--- config.mk ---
export PLATFORM = sky130hd
export DESIGN_NAME = mtc_front
export DESIGN_NICKNAME = d
export VERILOG_FILES = /design/src/hw/rtl/mtc_pkg.sv /design/src/hw/rtl/mtc_front.sv
export SDC_FILE = /design/constraint.sdc
export NUM_CORES = 1
export LEC_CHECK = 0
export BUFFER_PORTS_ARGS = -buffer_cell sky130_fd_sc_hd__buf_2
export CORE_ASPECT_RATIO = 0.9
export CORE_UTILIZATION = 45
export DETAILED_ROUTE_END_ITERATION = 10
export PLACE_DENSITY = 0.7
export SLEW_MARGIN = 10
export SYNTH_ARGS = -nofsm -noshare
export SYNTH_HDL_FRONTEND = slang
export SYNTH_SLANG_ARGS = --single-unit
--- constraint.sdc ---
create_clock -name clk -period 2.87 [get_ports clk]
set_input_delay 0.287 -clock clk [delete_from_list [all_inputs] [get_ports clk]]
set_output_delay 0.287 -clock clk [all_outputs]
set_load 0.01 [all_outputs]
--- src/hw/rtl/mtc_pkg.sv ---
`timescale 1ns / 1ps
// ----------------------------------------------------------------------------
// mtc_pkg
// Shared types, sizes and helpers of the multi-tau correlator.
// ----------------------------------------------------------------------------
package mtc_pkg;

    localparam int LEVELS    = 32;
    localparam int POINTS    = 16;   // power of two
    localparam int AVERAGING = 2;    // power of two

    localparam int CELLS     = LEVELS * POINTS;
    localparam int FIRST_LAG = POINTS / AVERAGING;
    localparam int LVL_W     = $clog2(LEVELS);
    localparam int PT_W      = $clog2(POINTS);
    localparam int CELL_W    = $clog2(CELLS);
    localparam int FILL_W    = $clog2(POINTS + 1);
    localparam int AVG_SH    = $clog2(AVERAGING);
    localparam int BFILL_W   = $clog2(AVERAGING + 1);

    localparam int SMP_W     = 24;
    localparam int BSUM_W    = 27;
    localparam int SUM_W     = 64;
    localparam int CNT_W     = 48;
    localparam int TIME_W    = 36;
    localparam int PROD_W    = 2 * SMP_W;
    localparam int WIDE_T_W  = ((4 + (LEVELS - 1) * AVG_SH) > TIME_W ?
                                (4 + (LEVELS - 1) * AVG_SH) : TIME_W) + 1;

    localparam int DIV_STEPS = SUM_W;
    localparam int STEP_W    = $clog2(DIV_STEPS + 1);

    localparam logic [CNT_W-1:0]        CNT_MAX  = '1;
    localparam logic [TIME_W-1:0]       TIME_MAX = '1;
    localparam logic signed [SUM_W-1:0] SUM_MAX  = {1'b0, {(SUM_W-1){1'b1}}};
    localparam logic signed [SUM_W-1:0] SUM_MIN  = {1'b1, {(SUM_W-1){1'b0}}};

    localparam logic OP_ADD  = 1'b0;
    localparam logic OP_READ = 1'b1;

    typedef struct packed {
        logic               op;
        logic signed [15:0] sample;
        logic [4:0]         level;
        logic [3:0]         lag;
        logic               subtract_mean;
    } in_item_t;

    typedef struct packed {
        logic [TIME_W-1:0]       lag_time;
        logic signed [SUM_W-1:0] mean_product;
        logic [CNT_W-1:0]        pair_total;
        logic                    valid_res;
    } out_item_t;

    typedef enum logic [1:0] {
        KIND_ADD,
        KIND_SKIP,
        KIND_READ
    } kind_t;

    typedef struct packed {
        kind_t    kind;
        in_item_t item;
    } cmd_t;

    typedef struct packed {
        logic signed [SUM_W-1:0] sum;
        logic [CNT_W-1:0]        cnt;
    } acc_t;

    typedef struct packed {
        logic             start;
        logic [SUM_W-1:0] dividend;
        logic [CNT_W-1:0] divisor;
    } div_req_t;

    typedef struct packed {
        logic             done;
        logic [SUM_W-1:0] quotient;
    } div_rsp_t;

    typedef enum logic [3:0] {
        ST_IDLE,
        ST_ADD_LVL,
        ST_ADD_LAG,
        ST_ADD_DRAIN,
        ST_RD_ADDR,
        ST_RD_DATA,
        ST_DIV_Q,
        ST_DIV_M,
        ST_MSQ,
        ST_RD_FIN
    } state_t;

    function automatic logic signed [SUM_W-1:0] sat_add(
        input logic signed [SUM_W-1:0] a,
        input logic signed [SUM_W-1:0] b
    );
        logic signed [SUM_W-1:0] s;
        s = a + b;
        if (a[SUM_W-1] == b[SUM_W-1] && s[SUM_W-1] != a[SUM_W-1])
            return a[SUM_W-1] ? SUM_MIN : SUM_MAX;
        return s;
    endfunction

    function automatic logic [SUM_W-1:0] mag64(input logic signed [SUM_W-1:0] a);
        return a[SUM_W-1] ? (~a + 1'b1) : a;
    endfunction

    function automatic logic [CELL_W-1:0] cell_addr(
        input logic [LVL_W-1:0] k,
        input logic [PT_W-1:0]  j
    );
        return CELL_W'(int'(k) * POINTS + int'(j));
    endfunction

endpackage

--- src/hw/rtl/mtc_front.sv ---
`timescale 1ns / 1ps
// ----------------------------------------------------------------------------
// mtc_front
// Accepts input transactions, classifies them and queues them for the back.
// ----------------------------------------------------------------------------
module mtc_front
    import mtc_pkg::*;
(
    input  logic     clk,
    input  logic     rst_n,
    input  logic     item_valid,
    output logic     item_ready,
    input  in_item_t item,
    output logic     cmd_valid,
    output cmd_t     cmd,
    input  logic     cmd_ready
);

    cmd_t       slot_reg [2];
    logic       wr_ptr_reg, wr_ptr_next;
    logic       rd_ptr_reg, rd_ptr_next;
    logic [1:0] cnt_reg, cnt_next;
    logic       push, pop;
    cmd_t       new_cmd;

    always_comb
    begin
        new_cmd.item = item;
        if (item.op == OP_READ)
            new_cmd.kind = KIND_READ;
        else if (int'(item.level) < LEVELS)
            new_cmd.kind = KIND_ADD;
        else
            new_cmd.kind = KIND_SKIP;
    end

    assign item_ready = (cnt_reg != 2'd2);
    assign cmd_valid  = (cnt_reg != 2'd0);
    assign cmd        = slot_reg[rd_ptr_reg];
    assign push       = item_valid && item_ready;
    assign pop        = cmd_valid && cmd_ready;

    always_comb
    begin
        wr_ptr_next = push ? ~wr_ptr_reg : wr_ptr_reg;
        rd_ptr_next = pop ? ~rd_ptr_reg : rd_ptr_reg;
        cnt_next    = cnt_reg + {1'b0, push} - {1'b0, pop};
    end

    always_ff @(posedge clk or negedge rst_n)
    begin
        if (!rst_n)
        begin
            wr_ptr_reg <= 1'b0;
            rd_ptr_reg <= 1'b0;
            cnt_reg    <= 2'd0;
        end
        else
        begin
            wr_ptr_reg <= wr_ptr_next;
            rd_ptr_reg <= rd_ptr_next;
            cnt_reg    <= cnt_next;
        end
    end

    always_ff @(posedge clk)
    begin
        if (push)
            slot_reg[wr_ptr_reg] <= new_cmd;
    end

endmodule

**Word-level counts from Yosys, hierarchy flattened**

Memories as Yosys holds them, arrays and structs flattened.
Index checks and enable logic that the tools add are counted.

- Bits in registers: 4
- Memories: 1
- Bits in writable memories: 58
- Output and inout port bits: 31
- Word-level logic and storage cells: 15
- Bits of input ports: 31

- Muxes and demuxes: 3
- Bitwise logic cells: 2
- $add $sub $neg: 2
- Reduce and logical (&&, ||, !) cells: 3
- Equal/unequal tests: 1

Memories:

| name | depth | bits a word | rd ports | clocked after Yosys merged registers in | wr ports | line | RTL |
|---|---|---|---|---|---|---|---|
| slot_reg | 2 | 29 | 1 | 0 | 1 | mtc_front.sv:19 | `cmd_t slot_reg [2];` |

Operator list:

| kind | count |
|---|---|
| adder 2 x 1 -> 2 bit | 1 |
| logical AND 1 bit | 2 |
| two-way mux 1 bit | 2 |
| two-way mux 2 bit | 1 |
| inequality test 2 bit, second input constant | 1 |
| NOT 1 bit | 2 |
| nonzero test 2 bit | 1 |
| subtractor 2 x 1 -> 2 bit | 1 |

**Depth between registers and ports, before layout**

Gate-level depths: netlist of the first run.

- Word-level depth: 4
- Mapped depth: 7
- Mapped depth without buffers: 7

**Least setup slack after synthesis of the first run**

Ideal clock, no wire load.

- Path type: register to register
- From: register cnt_reg[1]
- To: memory slot_reg[0][0] (netlist bit) (enable)
- Slack: 0.649 ns
- Cell stages (with the launch flop): 4
- Period minus slack after synthesis: 2.221 ns
- Data required time: 2.459 ns
- Arrival: 1.810 ns
- Path through: dfrtp_1 nand2b_1 nand2_1 nor2_1

- Cells in the longest elaborated chain, start to end: 4

RTL lines:

| element | line | RTL |
|---|---|---|
| from (decl) | mtc_front.sv:22 | `logic [1:0] cnt_reg, cnt_next;` |
| from (signal assigned) | mtc_front.sv:62 | `cnt_reg <= cnt_next;` |
| inequality test 2 bit | mtc_front.sv:37 | `assign item_ready = (cnt_reg != 2'd2);` |
| net item_ready | mtc_front.sv:12 | `output logic item_ready,` |
| logical AND 1 bit | mtc_front.sv:40 | `assign push = item_valid && item_ready;` |
| two-way mux 1 bit | mtc_front.sv:68 | `if (push)` |
| two-way mux 1 bit (not written as such) | mtc_front.sv:69 | `slot_reg[wr_ptr_reg] <= new_cmd;` |
| to (decl) | mtc_front.sv:19 |  |

The timed path passes the listed nets, and every way through them passes these cells.

==> metrics.md, run 1 <==
| Metric | Value |
|---|---|
| Status | complete, no violations |
| P_leak | 1.15 nW |
| Max-slew violations | 0 |
| GRT Total Usage | 0.154 |
| Peak supply drop | 0.505 mV |
| H-tree levels | 3 |
| DRC viols | 0 |
| R2r setup slk | 1.04 ns |
| Worst EP required | 2.58 ns |
| Total negative slack | 0 ns |
| FF-to-FF Start | cnt_reg[1] |
| DP HPWL | 2520 um |
| CTS tree | yes |
| Worst hold path class | in -> reg |
| DRT Pass-1 Iters | 4 |
| Mean routed wirelength per cell | 15.0 um |
| I/O Buffers | 60 |
| Synth top area share | 0.721 |
| Die Y | 69.1 um |
| Synth top cells by count | 54 x edfxtp_1, 19 x mux2_4, 8 x mux2_1, 4 x dfrtp_1 |
| Final worst slack | 0.813 ns |
| WHS Path Cells | 1 |
| Seq cells post-synth | 58 |
| Maximum clock frequency | 486 MHz |
| Placed cell count | 226 |
| Drt initial violations | 81 |
| Setup Skew | 0.00758 ns |
| Register area share after synthesis | 0.766 |
| Max_cap viols | 0 |
| Reg2reg path depth | 4 |
| Fin crit share | 0.717 |
| Final min period | 2.06 ns |
| # clock sinks | 58 |
| Critical path type | reg -> out |
| Clock Latency Late Sink | 0.32 ns |
| Postcts setup bufs | 0 |
| Num CTS Buffers | 9 |
| Critical path launch point type | register |
| Die area | 5280 um^2 |
| Hold buffers post-CTS | 1 |
| Hold endpoint | slot_reg[0][2] |
| Starting density of the core | 0.465 |
| Core area | 4830 um^2 |
| Async set or reset register ratio after synthesis | 0.0690 |
| Mapped Cells | 104 |
| Clock transition at path regs | 0.06 ns |
| Final antenna-violating net count | 0 |
| CTS resizes | 0 |
| Via count | 1125 |
| Worst rel slew slack | 0.445 |
| Area growth, synth to finish | 25.9% |
| Initial antenna violation count | 0 |
| Number of global-route vias before repair | 1187 |
| Worst slack at placement | 1.01 ns |
| Cell with the most instances after synthesis | edfxtp_1 |
| Most common flop cell mapped by yosys | edfxtp_1 |
| CTS max path bufs | 2 |
| Layout cells sized above 1 | 0.551 |
| Cell area after synthesis | 2250 um^2 |
| Count of final setup violators | 0 |
| Syn nets | 137 |
| Top Ports | 62 |
| Largest net degree at the start of global routing | 29 |
| Crit end category | primary output |
| Core Util, Final | 0.585 |
| Power Density | 1030 nW/um^2 |
| Syn_area_per_cell | 21.6 um^2 |
| Area contributors post-synth | edfxtp_1 72%, mux2_4 13%, dfrtp_1 4.5% |
| Yosys cell types | 17 |
| Layout Nets | 206 |
| Critical R2R Capture | slot_reg[0][26] |
| Fin. Hold Viols | 0 |
| Number of synthesis warnings | 0 |
| Max FFs per register | 54 |
| RSZ-0062 raised after global routing | no |
| Yosys top cell by area | edfxtp_1 |
| Final Wtd Congestion | 0.630 |
| Crit-path max FO | 28 |
| Diodes inserted | 0 |
| Worst-margin pin slew | 0.832 ns |
| Gr ovfl total | 0 |
| Routed vias/inst | 4.63 |
| CTS Root Cell | clkbuf_8 |
| Placement Rows | 24 |
| Final cell count without fillers | 243 |
| First-pass GRT wire length | 5760 um |
| Hold Crit Start | item[2] |
| Routed WL | 3640 um |
| CP arrival | 1.77 ns |
| Die Width | 76.5 um |
| Number of flops mapped to enable cells by yosys | 54 |
## where the power goes
group | internal, mW | switching (mW) | leakage [nW] | total, mW
Sequential | 1.16 | 0.159 | 0.547 | 1.32
Clock | 0.471 | 0.289 | 0.107 | 0.760
Combinational | 0.465 | 0.379 | 0.494 | 0.844
Total | 2.10 | 0.827 | 1.15 | 2.93
## cell type report
cell class,instances,area (um^2)
Fill cell,382,2000
Inverter,1,3.75
Clock inverter,2,35.0
Sequential cell,58,1720
Clock buffer,14,173
Tap cell,65,81.3
Multi-Input combinational cell,40,477
Timing Repair Buffer,63,338
## per-layer routing
metal  routed length (um)  GRT usage  vias up  part of all wire
met5                    0          0        -                 0
met4                   21     0.0641        0            0.0058
met1                 1550      0.170      547              0.43
li1                     -          -      532                 -
met3                  228     0.0755        2             0.063
met2                 1840      0.252       44              0.51
## placed cells by master, fill, tap and decap left out, types with 2 or more instances in the layout
| cell | instances |
|---|---|
| xnor2_1 | 3 |
| clkbuf_1 | 2 |
| edfxtp_1 | 54 |
| buf_2 | 60 |
| clkbuf_8 | 12 |
| ha_1 | 2 |
| mux2_1 | 8 |
| dfrtp_1 | 3 |
| mux2_4 | 19 |
## critical path: stages (launching register included)
cell and delay, ns:
dfrtp_2 0.91, mux2_1 0.39, buf_2 0.14
## kinds of logic after synthesis
family | synth area share
XOR/XNOR | 0.0156
adder cells (fa/ha/maj) | 0.0111
buffers and inverters | 0.0234
flip-flops | 0.766
multiplexers | 0.167
other | 0.00167
AND/OR/NAND/NOR | 0.0156
## how the worst max path moves through the flow
stage,start,to,slack [ns],cells after the start
after global placement,cnt_reg[1],slot_reg[0][6],1.13,4
after CTS,rd_ptr_reg,cmd[26],0.78,2
after detailed placement,cnt_reg[1],slot_reg[0][7],1.01,4
after floorplan,cnt_reg[1],slot_reg[0][0],0.65,3
after global routing,rd_ptr_reg,cmd[28],0.71,2
final,rd_ptr_reg,cmd[26],0.81,2
## stage by stage
stage / hold WS (ns) / power, mW / instance area (um^2)
floorplan: -0.00859 / 1.90 / 2250
global placement: 0.0937 / 2.15 / 2610
detailed placement: 0.0997 / 2.20 / 2610
CTS: 0.136 / 2.96 / 2830
global route: 0.125 / 3.08 / 2830
finish: 0.151 / 2.93 / 2830
Power figures use the tool's default switching activity.
==> inputs of run 2 (changes only) <==
--- a/config.mk
+++ b/config.mk
@@ -9,7 +9,7 @@
 export CORE_ASPECT_RATIO = 0.9
 export CORE_UTILIZATION = 45
 export DETAILED_ROUTE_END_ITERATION = 10
-export PLACE_DENSITY = 0.7
+export PLACE_DENSITY = 0.73
 export SLEW_MARGIN = 10
 export SYNTH_ARGS = -nofsm -noshare
 export SYNTH_HDL_FRONTEND = slang
==> constraint.sdc (replaced) <==
create_clock -name clk -period 1.83 [get_ports clk]
set_input_delay 0.183 -clock clk [delete_from_list [all_inputs] [get_ports clk]]
set_output_delay 0.183 -clock clk [all_outputs]
set_load 0.01 [all_outputs]
==> metrics.md, run 2 (synthesized netlist as in run 1, its figures left out) <==
| Metric | Value |
|---|---|
| Layout cells sized above 1 | 0.566 |
| Number of global-route vias before repair | 1242 |
| Clock network power share | 0.260 |
| DP HPWL | 2500 um |
| Crit end category | register |
| Logic gate share of total power | 0.325 |
| Fin. Hold Viols | 0 |
| H-tree levels | 3 |
| Diodes inserted | 0 |
| DRT Pass-1 Iters | 4 |
| Starting density of the core | 0.465 |
| Routed vias/inst | 4.62 |
| I/O Buffers | 60 |
| Post-route cell area | 2860 um^2 |
| P_leak | 1.17 nW |
| Crit path top cell by count | ha_1 |
| # clock sinks | 58 |
| Critical path launch point type | register |
| Total negative slack | 0 ns |
| Switching pwr | 1.29 mW |
| Die area | 5280 um^2 |
| Num CTS Buffers | 9 |
| Die Width | 76.5 um |
| Sequential share of power | 0.414 |
| Placed cell count | 230 |
| Worst EP required | 2.02 ns |
| Setup Skew | 0.00521 ns |
| Critical path type | reg -> reg |
| Commonest non-fill, non-tap cell in the layout | buf_2 |
| Crit-path max FO | 3 |
| Critical path's largest stage delay | 0.39 ns |
| Mean routed wirelength per cell | 14.6 um |
| Count of final setup violators | 0 |
| DRC viols | 0 |
| Final cell count without fillers | 247 |
| Most frequent cells in the layout | 60 x buf_2, 54 x edfxtp_1, 19 x mux2_4, 9 x clkbuf_8, 8 x mux2_1 |
| Largest net degree at the start of global routing | 19 |
| Max_cap viols | 0 |
| Placement Rows | 24 |
| Routed WL | 3600 um |
| Fill count | 373 |
| Core area | 4830 um^2 |
| Drt initial violations | 38 |
| CTS max path bufs | 2 |
| Final antenna-violating net count | 0 |
| Peak supply drop | 1.12 mV |
| CTS Root Cell | clkbuf_8 |
| Clock Latency Late Sink | 0.32 ns |
| Layout Nets | 210 |
| Status | complete, no violations |
| Worst slack at placement | 0.0716 ns |
| Fin crit share | 0.962 |
| Internal cell power | 3.34 mW |
| Gr ovfl total | 0 |
| Clock transition at path regs | 0.06 ns |
| Area growth, synth to finish | 27.0% |
| CTS tree | yes |
| CP arrival | 1.96 ns |
| Worst hold path class | in -> reg |
| Power Density | 1620 nW/um^2 |
| Die Y | 69.1 um |
| WHS | 0.0539 ns |
| Net Sw Frac | 0.279 |
| GRT Total Usage | 0.151 |
| Top Ports | 62 |
| Final Wtd Congestion | 0.655 |
| Initial antenna violation count | 0 |
| Max-slew violations | 0 |
| Worst path cell trace | or2_1 > and2_4 > ha_1 > inv_1 > ha_1 > xnor2_2 > xnor2_1 |
| Maximum clock frequency | 568 MHz |
| Area of placed instances | 2630 um^2 |
| Via count | 1142 |
| First-pass GRT wire length | 5700 um |
| CP max-delay cell | dfrtp_1 |
| Max FFs per register | 54 |
| Final worst slack | 0.0693 ns |
| Final min period | 1.76 ns |
## run 2: cell count changes in the layout (fill, tap and decap cells not counted)
cell and change:
clkinvlp_4 +1, bufinv_16 +1, clkinv_1 +1, buf_12 -1
buf_4 +5, clkbuf_8 -3, clkbuf_1 -1, clkinv_2 +1
xnor2_1 -1, xnor2_2 +1
## run 2: per-stage QoR
stage                     total power, mW   util
after floorplan                      2.98      -
after global placement               3.37  0.544
after detailed placement             3.46  0.544
after CTS                            4.69  0.589
after global routing                 4.87  0.591
final                                4.63  0.591
## run 2: repair_timing
| item | in CTS | in global routing |
|---|---|---|
| endpoints found under the hold margin | 4 | 0 |
| resized for setup | 0 | 1 |
| hold buffers | 1 | 0 |
| setup buffers | 0 | 0 |
| endpoints found under the setup margin | 0 | 1 |
## run 2: cell type report
type | count | area (um^2) | share of cell area
clock buffer | 10 | 128 | 0.0447
clock inverter | 6 | 81.3 | 0.0285
inverter | 1 | 3.75 | 0.00131
multi-input combinational | 40 | 484 | 0.170
sequential | 58 | 1720 | 0.603
tap | 65 | 81.3 | 0.0285
timing repair buffer | 67 | 355 | 0.124
## run 2: worst paths after layout
check                           start         endpoint  slack (ns)  depth (start not counted)
setup / recovery           cnt_reg[0]       cnt_reg[1]        0.07                          7
hold / removal               item[24]  slot_reg[1][24]        0.05                          1
setup reg to reg           cnt_reg[0]       cnt_reg[1]        0.07                          7
hold reg to reg            cnt_reg[1]       cnt_reg[1]        0.52                          1
max in group asynchronous       rst_n       rd_ptr_reg        1.51                          2
min in group asynchronous       rst_n       cnt_reg[0]        0.19                          2
## run 2: power by group through the flow
stage / clock network (mW) / registers (mW) / logic, mW
2_1_floorplan: 0 / 1.92 / 1.06
6_report: 1.21 / 1.92 / 1.51
3_5_place_dp: 0 / 1.95 / 1.51
5_1_grt: 1.30 / 1.94 / 1.63
4_1_cts: 1.25 / 1.92 / 1.52
3_3_place_gp: 0 / 1.92 / 1.45
## run 2: critical path: cells and delay by family, from the launching register on
family	cells	cell delay [ns]
adders and majority gates	2	0.50
and+or+nand+nor	2	0.42
buffers and inverters	1	0.05
DFF	1	0.39
xor gates and xnor gates	2	0.29
## run 2: metal layers
layer  part of all wire  track usage
met2               0.52        0.246
met5                  0            0
met1               0.42        0.169
met4              0.013        0.103
met3              0.054       0.0477
